## config.mk

```make
export PLATFORM = sky130hd
export DESIGN_NAME = tlv_descriptor_validator
export DESIGN_NICKNAME = d
export VERILOG_FILES = /design/src/rtl/tdv_pkg.sv /design/src/rtl/tlv_descriptor_validator.sv /design/src/rtl/tdv_csr_regs.sv /design/src/rtl/tdv_parse_core.sv
export SDC_FILE = /design/constraint.sdc
export NUM_CORES = 1
export LEC_CHECK = 0
export BUFFER_PORTS_ARGS = -buffer_cell sky130_fd_sc_hd__buf_2
export CAP_MARGIN = 20
export CORE_AREA = 2 2 230 142
export CTS_CLUSTER_DIAMETER = 200
export DETAILED_ROUTE_END_ITERATION = 8
export DIE_AREA = 0 0 232 144
export MAX_ROUTING_LAYER = met4
export PLACE_DENSITY_LB_ADDON = 0.05
export SLEW_MARGIN = 20
export SYNTH_ARGS = -nofsm -noshare
export SYNTH_HDL_FRONTEND = slang
export SYNTH_SLANG_ARGS = --single-unit
```

## constraint.sdc

```tcl
create_clock -name clock -period 4 [get_ports clock]
set_clock_uncertainty 0.2 [all_clocks]
set_input_delay 0.8 -clock clock [delete_from_list [all_inputs] [get_ports clock]]
set_output_delay 0.8 -clock clock [all_outputs]
set_load 0.01 [all_outputs]
```

## src/rtl/tdv_pkg.sv

```systemverilog
`timescale 1ns / 1ps

package tdv_pkg;

   localparam int CSR_INDEX_WIDTH = 3;
   localparam int CSR_DATA_WIDTH  = 48;

   localparam logic [CSR_INDEX_WIDTH-1:0] CSR_EXPECTED_VERSION   = 3'd0;
   localparam logic [CSR_INDEX_WIDTH-1:0] CSR_FIELD_COUNT_LIMIT  = 3'd1;
   localparam logic [CSR_INDEX_WIDTH-1:0] CSR_VALUE_LENGTH_LIMIT = 3'd2;
   localparam logic [CSR_INDEX_WIDTH-1:0] CSR_WORD_TYPE_CODES    = 3'd3;
   localparam logic [CSR_INDEX_WIDTH-1:0] CSR_BYTE_TYPE_CODE     = 3'd4;
   localparam logic [CSR_INDEX_WIDTH-1:0] CSR_ID_TYPE_CODE       = 3'd5;
   localparam logic [CSR_INDEX_WIDTH-1:0] CSR_REGION_TYPE_CODES  = 3'd6;

   localparam int WORD_CODE_COUNT   = 6;
   localparam int REGION_CODE_COUNT = 2;

   localparam logic [15:0] WORD_VALUE_LENGTH = 16'd4;
   localparam logic [15:0] BYTE_VALUE_LENGTH = 16'd1;
   localparam logic [15:0] ID_VALUE_LENGTH   = 16'd16;

   localparam logic [2:0] PHASE_HEADER = 3'd0;
   localparam logic [2:0] PHASE_RHDR   = 3'd1;
   localparam logic [2:0] PHASE_VALUE  = 3'd2;
   localparam logic [2:0] PHASE_DONE   = 3'd3;
   localparam logic [2:0] PHASE_ERROR  = 3'd4;

   localparam logic [1:0] POS_FIRST  = 2'd0;
   localparam logic [1:0] POS_SECOND = 2'd1;
   localparam logic [1:0] POS_THIRD  = 2'd2;
   localparam logic [1:0] POS_FOURTH = 2'd3;

   localparam logic [2:0] STATUS_OK          = 3'd0;
   localparam logic [2:0] STATUS_SHORT       = 3'd1;
   localparam logic [2:0] STATUS_VERSION     = 3'd2;
   localparam logic [2:0] STATUS_COUNT       = 3'd3;
   localparam logic [2:0] STATUS_HDR_TRUNC   = 3'd4;
   localparam logic [2:0] STATUS_TOO_LONG    = 3'd5;
   localparam logic [2:0] STATUS_VALUE_TRUNC = 3'd6;
   localparam logic [2:0] STATUS_BAD_LENGTH  = 3'd7;

   typedef struct packed {
      logic [7:0]  expected_version;
      logic [15:0] field_count_limit;
      logic [15:0] value_length_limit;
      logic [47:0] word_type_codes;
      logic [7:0]  byte_type_code;
      logic [7:0]  id_type_code;
      logic [15:0] region_type_codes;
   } cfg_type;

   localparam cfg_type CFG_RESET = '{
      expected_version:   8'd1,
      field_count_limit:  16'd32,
      value_length_limit: 16'd256,
      word_type_codes:    48'h010203040506,
      byte_type_code:     8'd7,
      id_type_code:       8'd8,
      region_type_codes:  16'h090A
   };

   // word codes first, then byte, id, region; anything else passes
   function automatic logic length_ok(input cfg_type cfg, input logic [7:0] rtype,
                                      input logic [15:0] rlen);
      logic word_hit;
      logic region_hit;
      word_hit = 1'b0;
      region_hit = 1'b0;
      for (int i = 0; i < WORD_CODE_COUNT; i++) begin
         if (cfg.word_type_codes[8*i +: 8] == rtype) word_hit = 1'b1;
      end
      for (int i = 0; i < REGION_CODE_COUNT; i++) begin
         if (cfg.region_type_codes[8*i +: 8] == rtype) region_hit = 1'b1;
      end
      if (word_hit) return rlen == WORD_VALUE_LENGTH;
      if (rtype == cfg.byte_type_code) return rlen == BYTE_VALUE_LENGTH;
      if (rtype == cfg.id_type_code) return rlen == ID_VALUE_LENGTH;
      if (region_hit) return (rlen != 16'd0) && !rlen[0];
      return 1'b1;
   endfunction

endpackage

```

## src/rtl/tlv_descriptor_validator.sv

```systemverilog
`timescale 1ns / 1ps

// TLV descriptor validator.
// req_ channel: one buffer byte per transfer (req_data_byte), req_final_byte
// set on the last byte of a buffer. rsp_ channel: one rsp_status per buffer,
// sent only for the final byte; other bytes produce no transfer.
// csr_ port: write-only registers, written when csr_write_enable is high;
// write only while no buffer is in flight.
// Throughput: one byte per cycle while req_stall is low. A final byte passes
// through the input register, then the parse state update and result register,
// before its status shows on rsp_valid.
// Stall: a pending final byte waits in the input register while the result
// register holds an unaccepted status under rsp_stall; req_stall rises only
// then. Non-final bytes keep flowing under rsp_stall.
// Reset: synchronous, active high; clears the pipeline and parse state and
// loads register defaults (version 1, count limit 32, length limit 256,
// word codes 1..6, byte code 7, id code 8, region codes 9 and 10).
module tlv_descriptor_validator (
   input  logic                                clock,
   input  logic                                reset,
   input  logic                                req_valid,
   output logic                                req_stall,
   input  logic [7:0]                          req_data_byte,
   input  logic                                req_final_byte,
   output logic                                rsp_valid,
   input  logic                                rsp_stall,
   output logic [2:0]                          rsp_status,
   input  logic                                csr_write_enable,
   input  logic [tdv_pkg::CSR_INDEX_WIDTH-1:0] csr_index,
   input  logic [tdv_pkg::CSR_DATA_WIDTH-1:0]  csr_write_data
);
   import tdv_pkg::*;

   cfg_type cfg;

   logic       in_valid_ff, in_valid_in;
   logic [7:0] in_byte_ff;
   logic       in_final_ff;
   logic       rsp_valid_ff, rsp_valid_in;
   logic [2:0] rsp_status_ff;
   logic [2:0] core_status;
   logic       advance;
   logic       load;

   tdv_csr_regs u_csr (
      .clock            (clock),
      .reset            (reset),
      .csr_write_enable (csr_write_enable),
      .csr_index        (csr_index),
      .csr_write_data   (csr_write_data),
      .cfg              (cfg)
   );

   tdv_parse_core u_core (
      .clock      (clock),
      .reset      (reset),
      .cfg        (cfg),
      .step       (advance),
      .data_byte  (in_byte_ff),
      .final_byte (in_final_ff),
      .status     (core_status)
   );

   assign advance   = in_valid_ff && !(in_final_ff && rsp_valid_ff && rsp_stall);
   assign req_stall = in_valid_ff && !advance;
   assign load      = req_valid && !req_stall;

   assign in_valid_in  = load || (in_valid_ff && !advance);
   assign rsp_valid_in = (advance && in_final_ff) || (rsp_valid_ff && rsp_stall);

   always_ff @(posedge clock) begin
      if (reset) begin
         in_valid_ff  <= 1'b0;
         rsp_valid_ff <= 1'b0;
      end else begin
         in_valid_ff  <= in_valid_in;
         rsp_valid_ff <= rsp_valid_in;
      end
   end

   always_ff @(posedge clock) begin
      if (load) begin
         in_byte_ff  <= req_data_byte;
         in_final_ff <= req_final_byte;
      end
      if (advance && in_final_ff) begin
         rsp_status_ff <= core_status;
      end
   end

   assign rsp_valid  = rsp_valid_ff;
   assign rsp_status = rsp_status_ff;

   // a new status only comes from a final byte leaving the input register
   a_rsp_from_final: assert property (@(posedge clock) disable iff (reset)
      $rose(rsp_valid_ff) |-> $past(in_valid_ff && in_final_ff))
      else $error("status produced without a final byte");

   // non-final bytes never back up the input side
   a_no_stall_nonfinal: assert property (@(posedge clock) disable iff (reset)
      (in_valid_ff && !in_final_ff) |-> !req_stall)
      else $error("stall on a non-final byte");

   // a stall only comes from a held status the receiver has not taken
   a_stall_cause: assert property (@(posedge clock) disable iff (reset)
      req_stall |-> (in_valid_ff && in_final_ff && rsp_valid_ff && rsp_stall))
      else $error("input stall without a blocked result");

endmodule

```

## src/rtl/tdv_csr_regs.sv

```systemverilog
`timescale 1ns / 1ps

module tdv_csr_regs (
   input  logic                                 clock,
   input  logic                                 reset,
   input  logic                                 csr_write_enable,
   input  logic [tdv_pkg::CSR_INDEX_WIDTH-1:0]  csr_index,
   input  logic [tdv_pkg::CSR_DATA_WIDTH-1:0]   csr_write_data,
   output tdv_pkg::cfg_type                     cfg
);
   import tdv_pkg::*;

   cfg_type cfg_ff;
   cfg_type cfg_in;

   always_comb begin
      cfg_in = cfg_ff;
      if (csr_write_enable) begin
         case (csr_index)
            CSR_EXPECTED_VERSION:   cfg_in.expected_version   = csr_write_data[7:0];
            CSR_FIELD_COUNT_LIMIT:  cfg_in.field_count_limit  = csr_write_data[15:0];
            CSR_VALUE_LENGTH_LIMIT: cfg_in.value_length_limit = csr_write_data[15:0];
            CSR_WORD_TYPE_CODES:    cfg_in.word_type_codes    = csr_write_data[47:0];
            CSR_BYTE_TYPE_CODE:     cfg_in.byte_type_code     = csr_write_data[7:0];
            CSR_ID_TYPE_CODE:       cfg_in.id_type_code       = csr_write_data[7:0];
            CSR_REGION_TYPE_CODES:  cfg_in.region_type_codes  = csr_write_data[15:0];
            default: ;
         endcase
      end
   end

   always_ff @(posedge clock) begin
      if (reset) begin
         cfg_ff <= CFG_RESET;
      end else begin
         cfg_ff <= cfg_in;
      end
   end

   assign cfg = cfg_ff;

endmodule

```

## src/rtl/tdv_parse_core.sv

```systemverilog
`timescale 1ns / 1ps

module tdv_parse_core (
   input  logic             clock,
   input  logic             reset,
   input  tdv_pkg::cfg_type cfg,
   input  logic             step,
   input  logic [7:0]       data_byte,
   input  logic             final_byte,
   output logic [2:0]       status
);
   import tdv_pkg::*;

   logic [2:0]  phase_ff, phase_in;
   logic [1:0]  pos_ff, pos_in;
   logic [15:0] fields_ff, fields_in;
   logic [7:0]  rtype_ff, rtype_in;
   logic [15:0] rlen_ff, rlen_in;
   logic [15:0] left_ff, left_in;
   logic [2:0]  err_ff, err_in;

   logic [15:0] count;
   logic [15:0] full_len;
   logic [15:0] fields_dec;
   logic [15:0] left_dec;

   assign count      = {fields_ff[7:0], data_byte};
   assign full_len   = {rlen_ff[15:8], data_byte};
   assign fields_dec = fields_ff - 16'd1;
   assign left_dec   = left_ff - 16'd1;

   always_comb begin
      phase_in  = phase_ff;
      pos_in    = pos_ff;
      fields_in = fields_ff;
      rtype_in  = rtype_ff;
      rlen_in   = rlen_ff;
      left_in   = left_ff;
      err_in    = err_ff;
      status    = err_ff;

      case (phase_ff)
         PHASE_HEADER: begin
            case (pos_ff)
               POS_FIRST: begin
                  if (data_byte != cfg.expected_version) err_in = STATUS_VERSION;
                  pos_in = POS_SECOND;
               end
               POS_SECOND: pos_in = POS_THIRD;
               POS_THIRD: begin
                  fields_in = {8'd0, data_byte};
                  pos_in    = POS_FOURTH;
               end
               default: begin
                  pos_in = POS_FIRST;
                  if (err_ff != STATUS_OK) begin
                     phase_in = PHASE_ERROR;
                  end else if (count > cfg.field_count_limit) begin
                     err_in   = STATUS_COUNT;
                     phase_in = PHASE_ERROR;
                  end else begin
                     fields_in = count;
                     phase_in  = (count != 16'd0) ? PHASE_RHDR : PHASE_DONE;
                  end
               end
            endcase
         end
         PHASE_RHDR: begin
            case (pos_ff)
               POS_FIRST: begin
                  rtype_in = data_byte;
                  pos_in   = POS_SECOND;
               end
               POS_SECOND: begin
                  rlen_in = {data_byte, 8'd0};
                  pos_in  = POS_THIRD;
               end
               default: begin
                  rlen_in   = full_len;
                  pos_in    = POS_FIRST;
                  fields_in = fields_dec;
                  if (full_len > cfg.value_length_limit) begin
                     err_in   = STATUS_TOO_LONG;
                     phase_in = PHASE_ERROR;
                  end else if (full_len != 16'd0) begin
                     left_in  = full_len;
                     phase_in = PHASE_VALUE;
                  end else begin
                     left_in = 16'd0;
                     if (!length_ok(cfg, rtype_ff, full_len)) begin
                        err_in   = STATUS_BAD_LENGTH;
                        phase_in = PHASE_ERROR;
                     end else if (fields_dec == 16'd0) begin
                        phase_in = PHASE_DONE;
                     end else begin
                        phase_in = PHASE_RHDR;
                     end
                  end
               end
            endcase
         end
         PHASE_VALUE: begin
            left_in = left_dec;
            if (left_dec == 16'd0) begin
               if (!length_ok(cfg, rtype_ff, rlen_ff)) begin
                  err_in   = STATUS_BAD_LENGTH;
                  phase_in = PHASE_ERROR;
               end else if (fields_ff == 16'd0) begin
                  phase_in = PHASE_DONE;
               end else begin
                  phase_in = PHASE_RHDR;
                  pos_in   = POS_FIRST;
               end
            end
         end
         default: ;
      endcase

      case (phase_in)
         PHASE_HEADER: status = STATUS_SHORT;
         PHASE_RHDR:   status = STATUS_HDR_TRUNC;
         PHASE_VALUE:  status = STATUS_VALUE_TRUNC;
         PHASE_DONE:   status = STATUS_OK;
         default:      status = err_in;
      endcase

      if (final_byte) begin
         phase_in  = PHASE_HEADER;
         pos_in    = POS_FIRST;
         fields_in = 16'd0;
         rtype_in  = 8'd0;
         rlen_in   = 16'd0;
         left_in   = 16'd0;
         err_in    = STATUS_OK;
      end
   end

   always_ff @(posedge clock) begin
      if (reset) begin
         phase_ff  <= PHASE_HEADER;
         pos_ff    <= POS_FIRST;
         fields_ff <= 16'd0;
         rtype_ff  <= 8'd0;
         rlen_ff   <= 16'd0;
         left_ff   <= 16'd0;
         err_ff    <= STATUS_OK;
      end else if (step) begin
         phase_ff  <= phase_in;
         pos_ff    <= pos_in;
         fields_ff <= fields_in;
         rtype_ff  <= rtype_in;
         rlen_ff   <= rlen_in;
         left_ff   <= left_in;
         err_ff    <= err_in;
      end
   end

endmodule

```

After elaboration in Yosys (flattened, before gate mapping)
Index checks and enable logic that the tools add are counted.

Reductions and logical operators: 49. Add/subtract/negate cells: 2. Equal/unequal tests: 39. Order comparisons: 2. Mux-type cells: 135.

Operator list (number): two-way mux 16 bit (10); one-hot mux 16 bit (2 select lines) (4); two-way mux 1 bit (84); == test 8 bit (10); two-way mux 3 bit (20); zero test 16 bit (3); nonzero test 16 bit (3); == test 16 x 1 -> 1 bit, second input constant (2); == test 16 x 3 -> 1 bit, second input constant (2); == test 16 x 5 -> 1 bit, second input constant (2); greater-than comparator 16 bit (2); subtractor 16 x 1 -> 16 bit, second input constant (2); two-way mux 8 bit (3); one-hot mux 3 bit (3 select lines) (2); == test 3 x 2 -> 1 bit, second input constant (5); two-way mux 2 bit (7); AND reduction 2 bit (7); != test 3 bit, second input constant (4); one-hot mux 2 bit (3 select lines) (2); one-hot mux 3 bit (4 select lines) (1); == test 3 x 1 -> 1 bit, second input constant (3); == test 3 bit, second input constant (3); logical AND 1 bit (9); zero test 3 bit (3); 20 further kinds (34).

Word-level logic and storage cells: 247. Bits of input ports: 65. Output and inout port bits: 5. Register bits: 198.

Logic depth before layout (Yosys ltp)
Depth after elaboration: 49. Depth in mapped cells: 12.

Modules after synthesis
Synthesis repeated with hierarchy kept, for this count alone.

Cell total of the unflattened synthesis: 1336. Area, all modules: 11582.4 sq um.

Modules (own cells, without submodules): tdv_parse_core (sequential area each 1281.2 sq um, instances 1, cells an instance 851, area each 6224.7 sq um); tdv_csr_regs (sequential area each 2402.3 sq um, instances 1, cells an instance 460, area each 4904.7 sq um); tlv_descriptor_validator (sequential area each 400.4 sq um, instances 1, cells an instance 25, area each 452.9 sq um).

Worst setup path before layout
Ideal clock, no wire load.

Path kind: flip-flop to flip-flop. Start: register u_core.left_ff[3]. End: register rsp_status_ff[0], in the netlist rsp_status[0] (data pin). Slack: 0.912 ns. Period minus slack after synthesis: 3.088 ns. Cell stages (with the launch flop): 9. Arrival time: 2.708 ns. Library setup time: 0.180 ns. Data required time: 3.620 ns. Cells stage by stage: dfxtp_1 > buf_4 > or4_4 > nor3_2 > o2111ai_1 > or4_1 > o41a_1 > or3_1 > o41ai_2.

Longest elaborated chain between the ends: 6.

RTL lines: start: declaration (RTL line tdv_parse_core.sv:19) `logic [15:0] left_ff, left_in;`; start signal: assignment (RTL line tdv_parse_core.sv:153) `left_ff <= left_in;`; subtractor 16 x 1 -> 16 bit (*) (RTL line tdv_parse_core.sv:30) `assign left_dec = left_ff - 16'd1;`; zero test 16 bit (*) (RTL line tdv_parse_core.sv:104) `if (left_dec == 16'd0) begin`; two-way mux 3 bit (RTL line tdv_parse_core.sv:104); one-hot mux 3 bit (3 select lines) (RTL line tdv_parse_core.sv:42) `case (phase_ff)`; == test 3 x 2 -> 1 bit (tied with other cells) (RTL line tdv_parse_core.sv:119) `case (phase_in)`; one-hot mux 3 bit (4 select lines) (*) (RTL line tdv_parse_core.sv:119); via core_status[0] (RTL line tlv_descriptor_validator.sv:41) `logic [2:0] core_status;`; end signal: assignment (RTL line tlv_descriptor_validator.sv:87) `rsp_status_ff <= core_status;`; end: declaration (RTL line tlv_descriptor_validator.sv:40) `logic [2:0] rsp_status_ff;`.

The timed path passes the listed nets; every way through them passes the cells marked *. A chain may end at the register's enable or synchronous reset.

Final worst setup path
Start: register u_core.fields_ff[1]. End: register rsp_status_ff[0], in the netlist rsp_status[0] (data pin).

Longest elaborated chain between the ends: 10.

RTL lines: start: declaration (RTL line tdv_parse_core.sv:16) `logic [15:0] fields_ff, fields_in;`; start signal: assignment (RTL line tdv_parse_core.sv:150) `fields_ff <= fields_in;`; subtractor 16 x 1 -> 16 bit (RTL line tdv_parse_core.sv:29) `assign fields_dec = fields_ff - 16'd1;`; zero test 16 bit (RTL line tdv_parse_core.sv:93) `end else if (fields_dec == 16'd0) begin`; two-way mux 2 bit (RTL line tdv_parse_core.sv:93); two-way mux 3 bit (RTL line tdv_parse_core.sv:90) `if (!length_ok(cfg, rtype_ff, full_len)) begin`; two-way mux 3 bit (RTL line tdv_parse_core.sv:85) `end else if (full_len != 16'd0) begin`; two-way mux 3 bit (RTL line tdv_parse_core.sv:82) `if (full_len > cfg.value_length_limit) begin`; two-way mux 3 bit (RTL line tdv_parse_core.sv:69) `case (pos_ff)`; one-hot mux 3 bit (3 select lines) (RTL line tdv_parse_core.sv:42); == test 3 x 2 -> 1 bit (tied with other cells) (RTL line tdv_parse_core.sv:119); one-hot mux 3 bit (4 select lines) (*) (RTL line tdv_parse_core.sv:119); via core_status[0] (RTL line tlv_descriptor_validator.sv:41).

Marks and branches as above.

==> results.sh <==
export IMPL_post_cts_resized=0
export IMPL_worst_slew_pin_slew_ns=1.00
export IMPL_vias_per_cell=5.29
export IMPL_cts_hold_buf=0
export IMPL_synth_top_cell_area_share=0.345
export IMPL_period_share=0.891
export IMPL_dp_hpwl_um=26000
export IMPL_finalMaxSlewViolations=0
export IMPL_synth_top_family_by_area="simple AND/OR/NAND/NOR gates"
export IMPL_post_cts_setup_buffers=0
export IMPL_synth_cells=1406
export IMPL_worst_path_largest_cell_delay_ns=0.47
export IMPL_fin_setup_tns_ns=0
export IMPL_synth_compound_area_share=0.170
export IMPL_synthMuxAreaShare=0.00835
export IMPL_reg2reg_from="u_core.fields_ff[1]"
export IMPL_synth_area_leader_cell="dfxtp_1"
export IMPL_cp_data_required_time_ns=4.08
export IMPL_synth_distinct_cells=69
export IMPL_rrSetupSlack_ns=0.44
export IMPL_setup_viol=0
export IMPL_crit_chain="inv_1, ha_1, nor3b_1, nand2_1, a21oi_1, nor3_1, o311ai_1, buf_4, nor4_1, or3_1, o41ai_2"
export IMPL_placed_cells=1862
export IMPL_track_usage=0.236
export IMPL_seq_area_frac_synth=0.378
export IMPL_grt_pass1_wl_um=57600
export IMPL_r2r_end="rsp_status[0]"
export IMPL_firstDrtPassIters=5
export IMPL_critPathMaxFanout=8
export IMPL_totalWireLength_um=36800
export IMPL_die_y_um=144
export IMPL_synth_area_um2=10800
export IMPL_area_delta_synth_final_pct=14.9
export IMPL_hp_class="flip-flop to flip-flop"
export IMPL_p_leak_nw=4.54
export IMPL_worstRegToRegCells=11
export IMPL_synth_adder_area_share=0.0487
export IMPL_clk_pin_slew_ns=0.07
export IMPL_async_flop_share=0
export IMPL_ctsLongestPathBuffers=2
export IMPL_initial_utilization=0.342
export IMPL_finalHoldViolCount=0
export IMPL_overflow=0
export IMPL_die_w_um=232
export IMPL_maxSlewHeadroom=0.326
export IMPL_cts_root_buf="clkbuf_16"
export IMPL_port_buffers=69
export IMPL_min_from="u_csr.cfg[82]"
export IMPL_synth_simple_area_share=0.259
export IMPL_hold_depth=2
export IMPL_ys_flop_type="dfxtp_1"
export IMPL_cts_buffers=17
export IMPL_wire_per_inst_um=19.4
export IMPL_synth_edf_count=12
export IMPL_drc=0
export IMPL_startpoint_type="flip-flop"
export IMPL_ys_ff_latch=198
export IMPL_ir_drop_v=0.000309
export IMPL_final_core_util=0.393
export IMPL_clk_latency_ns=0.47
export IMPL_synthXorXnorAreaFrac=0.0869
export IMPL_endpoint_kind="flip-flop"
export IMPL_dieArea_um2=33400
export IMPL_grt_setup_unrepaired="no"
export IMPL_outcome="completed"
export IMPL_path_class="flip-flop to flip-flop"
export IMPL_drive_gt1_frac=0.116
export IMPL_rows=51
export IMPL_cts_htree_levels=4
export IMPL_synth_area_leaders="dfxtp_1 35%, nand2_1 10%, a21oi_1 7.9%"
export IMPL_synth_area_per_cell_um2=7.67
export IMPL_gp_congestion=0.866
export IMPL_core_um2=31600
export IMPL_cts_tree="done"
export IMPL_fin_hold_ws_ns=0.254
export IMPL_clock_sinks=198
export IMPL_layout_min_cycle_time_ns=3.56
export IMPL_syn_num_nets=1513
export IMPL_yosysWarningCount=0
export IMPL_final_cells=1894
export IMPL_cellPowerDensity_nw_per_um2=364
export IMPL_antenna_found_initial=0
export IMPL_grt_max_degree=166
export IMPL_ios=70
export IMPL_grt_pass1_vias=9445
export IMPL_holdPathEnd="u_csr.cfg[82]"
export IMPL_max_freq_mhz=281
export IMPL_n_antenna_cell=0
export IMPL_max_cap_violations=0
export IMPL_crit_slowest_cell="nor3b_1"
export IMPL_ant_nets=0
export IMPL_crit_arrival_ns=3.64
export IMPL_first_iter_violations=821
export IMPL_vias=10016
export IMPL_fin_nets=1565
critical path, delay by kind of cell, from the launching register on:
family          cells  cell delay, ns
compound gates      3            0.92
buf+inv             2            0.32
fa+ha+maj           1            0.33
simple gates        5            1.23
flops               1            0.37
through the flow:
| step | area [um^2] | worst slack (ns) | power (W) |
|---|---|---|---|
| after floorplan | 10800 | 0.912 | 0.00240 |
| final | 12400 | 0.437 | 0.00451 |
| after detailed placement | 11700 | 0.246 | 0.00260 |
| after CTS | 12400 | 0.232 | 0.00454 |
| after global placement | 11700 | 0.316 | 0.00260 |
| after global routing | 12400 | 0.0756 | 0.00469 |
routing by layer:
metal / GRT usage / share of wire
met4: 0.0476 / 0.0093
met2: 0.308 / 0.38
met5: - / 0
met1: 0.370 / 0.57
met3: 0.0359 / 0.041
worst max path at each step:
stage / to / from / slack [ns] / depth (start not counted)
6_report: rsp_status[0] / u_core.fields_ff[1] / 0.44 / 11
5_1_grt: rsp_status[2] / u_core.fields_ff[1] / 0.08 / 12
4_1_cts: rsp_status[1] / in_byte_ff[7] / 0.23 / 9
3_5_place_dp: rsp_status[1] / in_byte_ff[7] / 0.25 / 9
3_3_place_gp: rsp_status[1] / in_byte_ff[7] / 0.32 / 9
2_1_floorplan: rsp_status[0] / u_core.left_ff[3] / 0.91 / 8
synthesized netlist by cell type (6+ instances only):
cell / count
a2111oi_0: 8
a21o_1: 6
a21oi_1: 171
a221oi_1: 7
a22oi_1: 18
a31oi_1: 8
and3_1: 7
buf_1: 6
buf_2: 8
clkbuf_1: 72
dfxtp_1: 186
edfxtp_1: 12
ha_1: 42
inv_1: 48
mux2i_1: 9
nand2_1: 292
nand2b_1: 9
nand3_1: 40
nand4_1: 24
nor2_1: 115
nor2b_1: 8
nor3_1: 50
nor4_1: 28
o211ai_1: 8
o21ai_0: 21
or3_1: 10
xnor2_1: 78
xor2_1: 29
cell families after synthesis:
group | Yosys count
muxes | 9
adders and majority gates | 42
DFF | 198
buffers and inverters | 136
AOI/OAI and AO/OA | 299
and+or+nand+nor | 615
xor gates and xnor gates | 107
layout by cell type (no fill, tap or decap), types with 7 or more instances in the layout:
cell type / count
nor2_1: 115
mux2i_1: 9
a22oi_1: 18
nor2b_1: 8
xnor2_1: 78
dfxtp_1: 186
nor4_1: 28
or3_1: 10
o21ai_0: 21
inv_1: 47
buf_2: 68
nand2b_1: 9
nand2_1: 292
a2111oi_0: 8
edfxtp_1: 12
a221oi_1: 7
nand3_1: 39
nand4_1: 24
buf_4: 51
clkbuf_16: 17
a31oi_1: 8
o211ai_1: 8
a21oi_1: 171
xor2_1: 29
ha_1: 42
nor3_1: 49
power breakdown:
part	internal, W	switching, W	total [W]
Sequential	0.00203	0.0000410	0.00207
Clock	0.00109	0.000857	0.00195
Combinational	0.000174	0.000315	0.000489
Total	0.00330	0.00121	0.00451
state kept, by name (all words and copies together) (netlist names):
name,count
in_valid_ff,1
in_final_ff,1
u_csr.cfg,120
rsp_valid,1
u_core.rlen_ff,16
rsp_status,3
u_core.fields_ff,16
in_byte_ff,8
u_core.rtype_ff,8
u_core.left_ff,16
u_core.err_ff,3
u_core.phase_ff,3
u_core.pos_ff,2
area by class of cell:
class | instances | area (um^2)
repair buffers | 121 | 771
fillers | 3323 | 19200
multi-input cells | 1072 | 6190
clock inverters | 12 | 193
flip-flops and latches | 198 | 4080
inverters | 48 | 180
well taps | 424 | 531
clock buffers | 19 | 453
(Power assumes the default switching activity.)
